==> config.mk <==
export PLATFORM = sky130hd
export DESIGN_NAME = eafp_queue
export DESIGN_NICKNAME = d
export VERILOG_FILES = /design/src/sv/eafp_pkg.sv /design/src/sv/eafp_queue.sv
export SDC_FILE = /design/constraint.sdc
export NUM_CORES = 1
export LEC_CHECK = 0
export ABC_AREA = 1
export BUFFER_PORTS_ARGS = -buffer_cell sky130_fd_sc_hd__buf_2
export CORE_MARGIN = 2
export CORE_UTILIZATION = 35
export CTS_CLUSTER_SIZE = 16
export DETAILED_ROUTE_END_ITERATION = 8
export SLEW_MARGIN = 20
export SYNTH_ARGS = -nofsm -noshare
export SYNTH_HDL_FRONTEND = slang
export SYNTH_SLANG_ARGS = --single-unit
==> constraint.sdc <==
create_clock -name clk -period 22.5 [get_ports clk]
set_input_delay 5.625 -clock clk [delete_from_list [all_inputs] [get_ports clk]]
set_output_delay 5.625 -clock clk [all_outputs]
set_load 0.02 [all_outputs]
==> src/sv/eafp_pkg.sv <==
package eafp_pkg;

	// Scaled axis magnitude width and derived widths
	localparam int AXIS_BITS = 30;
	localparam int ZR_W = AXIS_BITS + 1;

	// CORDIC and square root depths
	localparam int CORDIC_STEPS = 24;
	localparam int SQ_STAGES = 31;
	localparam int AT_LAT = CORDIC_STEPS + 4;
	localparam int BACK_LAT = 5 + SQ_STAGES + 1 + AT_LAT;

	// Queue between front and back
	localparam int QDEPTH = 4;

	// Angle constants
	localparam logic [14:0] PI_Q13 = 15'd25736;
	localparam logic signed [27:0] PI_A24 = 28'sd52707179;

	// atan(2^-i) in units of 2^-24 rad
	localparam logic [26:0] ATAN_TAB [CORDIC_STEPS] = '{
		27'd13176795, 27'd7778716, 27'd4110060, 27'd2086331,
		27'd1047214, 27'd524117, 27'd262123, 27'd131069,
		27'd65536, 27'd32768, 27'd16384, 27'd8192,
		27'd4096, 27'd2048, 27'd1024, 27'd512,
		27'd256, 27'd128, 27'd64, 27'd32,
		27'd16, 27'd8, 27'd4, 27'd2
	};

	// Exact frame word handed from front to back
	typedef struct packed {
		logic signed [32:0] z0;
		logic signed [32:0] z1;
		logic signed [32:0] z2;
		logic signed [66:0] x0;
		logic signed [66:0] x1;
		logic signed [66:0] x2;
		logic               degen;
		logic               vert;
	} frame_t;

	// Count leading zeros of a 65-bit word, 65 when all zero
	function automatic logic [6:0] lzc65(input logic [64:0] v);
		logic [6:0] n;
		n = 7'd65;
		for (int i = 0; i < 65; i++) begin
			if (v[i]) n = 7'(64 - i);
		end
		return n;
	endfunction

endpackage

==> src/sv/eafp_queue.sv <==
module eafp_queue import eafp_pkg::*; (
	input  logic   clk,
	input  logic   arst_n,
	input  logic   push_valid,
	output logic   push_ready,
	input  frame_t push_word,
	output logic   pop_valid,
	input  logic   pop_ready,
	output frame_t pop_word
);

	localparam int PW = $clog2(QDEPTH);

	frame_t mem [QDEPTH];
	logic [PW-1:0] wr_q, rd_q;
	logic [PW:0] cnt_q;
	logic push, pop;

	assign push_ready = cnt_q != (PW+1)'(QDEPTH);
	assign pop_valid = cnt_q != '0;
	assign push = push_valid && push_ready;
	assign pop = pop_valid && pop_ready;
	assign pop_word = mem[rd_q];

	// Store a word
	always_ff @(posedge clk) begin
		if (push) mem[wr_q] <= push_word;
	end

	// Advance pointers and count
	always_ff @(posedge clk or negedge arst_n) begin
		if (!arst_n) begin
			wr_q <= '0;
			rd_q <= '0;
			cnt_q <= '0;
		end else begin
			if (push) wr_q <= wr_q + 1'b1;
			if (pop) rd_q <= rd_q + 1'b1;
			cnt_q <= cnt_q + (PW+1)'(push) - (PW+1)'(pop);
		end
	end

	a_cnt_range: assert property (@(posedge clk) disable iff (!arst_n)
		cnt_q <= (PW+1)'(QDEPTH)) else $error("queue count out of range");

	a_cnt_step: assert property (@(posedge clk) disable iff (!arst_n)
		push && !pop |=> cnt_q == $past(cnt_q) + 1'b1) else $error("queue count missed a push");

endmodule

Yosys cells after proc, flatten, opt, wreduce, memory -nomap -nowiden

Memories as Yosys holds them, arrays and structs flattened.
Index checks and enable logic that the tools add are counted.

Bits in writable memories: 1,208
Latch bits: 0
Output and inout bits: 304
Input bits: 306
Register bits after elaboration: 7
Memories kept: 1
Logic and storage cells: 14
ROM bits: 0

Memories:

| name | words | bits a word | rd ports | clocked after Yosys merged registers in | wr ports | RTL line         | source |
|---|---|---|---|---|---|---|---|
| mem  | 4     | 302         | 1        | 0                                       | 1        | eafp_queue.sv:14 | `frame_t mem [QDEPTH];` |

Add/subtract/negate cells: 4
Multiply operators: 0
Shift operators: 0
Magnitude comparators: 0
Equal/unequal tests: 1
Multiplexer cells: 2
Reductions and logical operators: 3
Bitwise gates (word level): 0
Divide/modulo/power cells: 0

Operators by type and width:

| cell                | number |
|---|---|
| $add 2x1->2 const B | 2 |
| $add 3x1->3         | 1 |
| $ne 3x3->1 const B  | 1 |
| $reduce_bool 3->1   | 1 |
| $sub 3x1->3         | 1 |
| $logic_and 1x1->1   | 2 |
| $mux 1              | 2 |

Longest topological paths before layout

Gate-level depths: netlist of run 1.

Depth after elaboration: 4
Gate-level depth with buffers: 12
Gate-level depth less buffers: 12

Least setup slack after synthesis of run 1

No wires, ideal clock.

Path type: input to register
From: input port push_valid
To: memory mem[0][0] (netlist name) (enable)
Setup time: 0.973 ns
Setup slack: 3.236 ns
Data required time: 21.527 ns
Cell stages on the path: 2
Arrival time: 18.291 ns
Path buffers: 0
Cell sequence: nand2_1 nor2_1

Cells in the longest elaborated chain, start to end: 3

RTL lines:

| element                      | RTL line         | source |
|---|---|---|
| start, declared              | eafp_queue.sv:4  | `input logic push_valid,` |
| $logic_and 1x1->1            | eafp_queue.sv:21 | `assign push = push_valid && push_ready;` |
| $mux 1                       | eafp_queue.sv:27 | `if (push) mem[wr_q] <= push_word;` |
| $mux 1 (not written as such) | eafp_queue.sv:27 |  |
| end, declared                | eafp_queue.sv:14 |  |

Every way passes these cells.

==> results of run 1 <==
[state kept, by name, summed over array words and instances (netlist names)]
name and flops:
mem 1208, rd_q 2, cnt_q 3, wr_q 2
[power by group]
part           switching, mW  leakage [nW]  internal [mW]  total, mW
Combinational           2.08          8.93          0.734       2.81
Clock                  0.850          1.98           1.19       2.04
Sequential            0.0999          11.2           2.98       3.08
Total                   3.03          22.1           4.90       7.93
[logic make-up after synthesis]
group                      synth area share
AOI/OAI and AO/OA                    0.0635
adders and majority gates           0.00200
buffers and inverters                0.0472
DFF                                   0.765
and+or+nand+nor                       0.122
[through the flow]
step           utilization  cells  worst slack, ns
2_1_floorplan            -   3884             3.24
3_3_place_gp         0.386   6112            11.20
3_5_place_dp         0.386   6112            11.14
4_1_cts              0.416   6344            10.28
5_1_grt              0.416   6356             9.69
6_report             0.416   6358            10.35
[cells in the final DEF, fill, tap and decap left out, drive strengths merged]
master,netlist,final
dfrtp,7,7
ha,6,6
inv,318,324
bufinv,0,6
o21ai,604,604
edfxtp,1208,1208
clkinv,0,40
nand2,925,925
nor2,609,609
diode,0,14
clkinvlp,0,2
nand3,5,5
fa,1,1
buf,125,648
clkbuf,76,178
[cell usage after synthesis, drive strengths merged]
library cell	count
edfxtp	1208
nand2	925
nor2	609
o21ai	604
inv	318
buf	125
clkbuf	76
dfrtp	7
ha	6
nand3	5
fa	1
[layer usage]
metal,track usage,share of wire,wire [microns],vias to the layer above
li1,-,-,-,14298
met1,0.190,0.41,44600,13839
met2,0.248,0.48,51800,651
met3,0.0573,0.081,8750,222
met4,0.0538,0.026,2810,62
met5,0,0.0037,396,-
[layout make-up]
class	instances	area, sq um	area share
sequential	1215	36500	0.647
multi-input combinational	2150	8950	0.159
clock buffer	178	3600	0.0640
timing repair buffer	648	3370	0.0598
tap	1781	2230	0.0396
inverter	318	1210	0.0215
clock inverter	54	478	0.00849
antenna	14	35.0	0.000622
[final timing paths]
kind,from,to,slack (ns),cells after the start
worst min register to register,cnt_q[0],cnt_q[0],0.51,1
worst min-delay path,cnt_q[0],cnt_q[0],0.51,1
min in group asynchronous,arst_n,cnt_q[1],4.72,1
max in group asynchronous,arst_n,rd_q[0],17.59,1
worst max register to register,cnt_q[1],mem[2][92],18.00,7
worst max-delay path,rd_q[0],pop_word[87],10.35,10
==> flow_metrics.tcl, run 1 <==
set metrics [dict create \
    dieArea_sq_um 139000 \
    coreArea_sq_um 135000 \
    crit_path_max_incr_delay_ns 0.95 \
    ys_warn_count 0 \
    crit_path_end_kind "primary output" \
    cts_tree "done" \
    maxCapViolCount 0 \
    finalSetupTns_ns 0 \
    yosysTopAreaCellShare 0.762 \
    crit_path_cell_trace "buf_4 > buf_4 > buf_4 > buf_4 > buf_4 > nor2_1 > nor2_1 > o21ai_0 > nand2_1 > buf_2" \
    slew-limit-headroom 0.216 \
    ctsRootBufferMaster "clkbuf_16" \
    antenna_found_initial 45 \
    num_vias 29072 \
    overflow 0 \
    dr.pass1.iters 7 \
    cpMostUsedCell "buf_4" \
    drc 0 \
    synthDistinctLibCells 19 \
    crit_type "reg2out" \
    min_period_ns 12.15 \
    numClockSinks 1215 \
    grt_max_degree 206 \
    skew_ns 0.0160 \
    grt_pass1_wl_microns 165000 \
    syn_avg_cell_area_sq_um 12.3 \
    first_iter_violations 1947 \
    placementRows 135 \
    cpMaxStageDelayCell "dfrtp_4" \
    ys_ff_latch 1215 \
    required_ns 16.88 \
    critical_path_arrival_ns 6.52 \
    dp_hpwl_microns 64100 \
    die_w_microns 373 \
    p_leak_nw 22.1 \
    io_pins 610 \
    clockBufferDepth 3 \
    crit_family "buffers and inverters" \
    ctsHtreeMaxLevel 4 \
    nets 4778 \
    area_growth_pct 18.3 \
    ant_nets 0 \
    slew_violations 0 \
    grt.total_usage 0.154 \
    power.total_mw 7.93 \
    status "finished, final reports clean" \
    insertion_delay_ns 0.73 \
    clk_pin_slew_worst_paths_ns 0.06 \
    power_density_nw_per_um2 141 \
    syn_nets 4197 \
    fillers 12542 \
    worst_pin_slew_ns 1.18 \
    start_util 0.352 \
    syn-cell-area_sq_um 47600 \
    grt_pass1_vias 27391 \
    period_share 0.540 \
    die_y_microns 373 \
    postCtsSetupRepairBufs 0 \
    hp-class "reg2reg" \
    setup_viol 0 \
    synth_top_area_cell "edfxtp_1" \
    syn_inst 3884 \
    fmax_mhz 82.3 \
    port_buffers 609 \
    cts.repair.resized 0 \
    crit_path_max_fanout 110 \
    wl_microns 108000 \
    vias_per_cell 4.57 \
    wl_per_cell_microns 17.0 \
    holdWs_ns 0.514 \
    place_congestion 0.756 \
    hold_viol 0 \
    startpoint_type "register" \
    design_area_sq_um 56300 \
    drive_gt1_frac 0.182 \
    ir_drop_mv 0.129 \
    critPathBufInv 6 \
    rsz0062_at_grt "false" \
    dpl_cell_area_sq_um 52200 \
    synthTopCellsByArea "edfxtp_1 76%, nand2_1 7.2%, o21ai_0 5.2%" \
    cts_buffers 132 \
    yosysSeqAreaShare 0.765 \
    ctsHoldBuffers 0 \
]
Power figures use the tool's default switching activity.
==> run 2: changes to the inputs <==
clock period = 12.7 ns   (was 22.5 ns; I/O delays follow)
==> flow_metrics.tcl, run 2 (synthesis gave the netlist of run 1 again) <==
set metrics [dict create \
    io_pins 610 \
    multi_input_area_sq_um 8950 \
    first_iter_violations 1739 \
    ctsHtreeMaxLevel 4 \
    dp_hpwl_microns 62500 \
    die_w_microns 373 \
    crit_type "reg2out" \
    skew_ns 0.0124 \
    holdWs_ns 0.508 \
    worst_pin_slew_ns 1.14 \
    grt_max_degree 206 \
    finalCoreUtilization 0.417 \
    critical_path_arrival_ns 5.00 \
    reg_top3 "mem x1208, cnt_q x3" \
    status "finished, final reports clean" \
    min_period_ns 8.17 \
    highest_layer "met5" \
    wl_met2_microns 51600 \
    dp_slack_ns 5.30 \
    insertion_delay_ns 0.73 \
    reg2reg_depth 7 \
    num_vias 28975 \
    crit_path_end_kind "primary output" \
    ctsHoldBuffers 0 \
    fin_ws_ns 4.53 \
    power.total_mw 14.1 \
    largest_reg_flops 1208 \
    wl_microns 107000 \
    largest_register "mem" \
    drive_gt1_frac 0.181 \
    slew-limit-headroom 0.241 \
    seq_area_sq_um 36500 \
    cts.repair.resized 0 \
    dr.pass1.iters 6 \
    grt_pass1_vias 27529 \
    mostFrequentLayoutCells "1208 x edfxtp_1, 916 x nand2_1, 609 x buf_2" \
    numClockSinks 1215 \
    place_congestion 0.750 \
    final_common_cell "edfxtp_1" \
    wl_met3_microns 8530 \
    postCtsSetupRepairBufs 0 \
    port_buffers 609 \
    clockBufferDepth 3 \
    antenna_found_initial 41 \
    start_util 0.352 \
    period_share 0.644 \
    startpoint_type "register" \
    maxCapViolCount 0 \
    fmax_mhz 122 \
    hp-class "reg2reg" \
    cts_tree "done" \
    holdPathStages 1 \
    power_density_nw_per_um2 250 \
    drc 0 \
    nets 4769 \
    grt_pass1_wl_microns 164000 \
    ant_nets 0 \
    hold_viol 0 \
    cts_buffers 132 \
    vias_per_cell 4.56 \
    fillers 12501 \
    fin_cells 6349 \
    dieArea_sq_um 139000 \
    ctsRootBufferMaster "clkbuf_16" \
    overflow 0 \
    wirelength_met1_microns 44000 \
    p_leak_nw 22.1 \
    clk_pin_slew_worst_paths_ns 0.05 \
    ir_drop_mv 0.281 \
    coreArea_sq_um 135000 \
    setup_viol 0 \
    die_y_microns 373 \
    wl_per_cell_microns 16.9 \
    slew_violations 0 \
    dpl.cell_count 6103 \
    required_ns 9.52 \
    placementRows 135 \
    crit_path_max_fanout 205 \
    area_growth_pct 18.4 \
    grt.total_usage 0.152 \
    rsz0062_at_grt "false" \
]
==> run 2: through the flow <==
stage / TNS (ns) / instance area [sq um]
final: 0 / 56400
after global routing: 0 / 56400
after CTS: 0 / 56300
after detailed placement: 0 / 52200
after global placement: 0 / 52200
after floorplan: -4969.47 / 47600
==> run 2: report_power, final <==
group	total (mW)	switching (mW)	internal [mW]
clock network	3.65	1.52	2.14
registers	5.45	0.176	5.27
logic	4.99	3.68	1.31
==> run 2: final cells by class <==
cell class | count | share of cell area
timing repair buffer | 639 | 0.0603
inverter | 318 | 0.0214
antenna | 15 | 0.000666
multi-input combinational | 2150 | 0.159
clock buffer | 172 | 0.0629
sequential | 1215 | 0.647
tap | 1781 | 0.0395
clock inverter | 59 | 0.00985
==> run 2: path summary, 6_finish.rpt <==
kind                       slack [ns]      endpoint      from
setup / recovery                 4.53  pop_word[98]   rd_q[0]
hold / removal                   0.51      cnt_q[0]  cnt_q[0]
setup reg to reg                 8.84    mem[3][86]  cnt_q[1]
hold reg to reg                  0.51      cnt_q[0]  cnt_q[0]
max in group asynchronous       10.24       rd_q[0]    arst_n
min in group asynchronous        2.27       wr_q[1]    arst_n
==> run 2: critical path: stages (launching register included) <==
cell and delay, ns:
dfrtp_4 0.94, buf_12 0.64, buf_4 0.84, buf_4 0.85, nor2_1 0.12, nor2_1 0.11
o21ai_0 0.09, nand2_1 0.11, buf_2 0.20
==> run 2: metal layers <==
| metal | vias up | track usage |
|---|---|---|
| met4 | 50 | 0.0544 |
| li1 | 14275 | - |
| met2 | 662 | 0.249 |
| met5 | - | 0 |
| met1 | 13767 | 0.185 |
| met3 | 221 | 0.0554 |
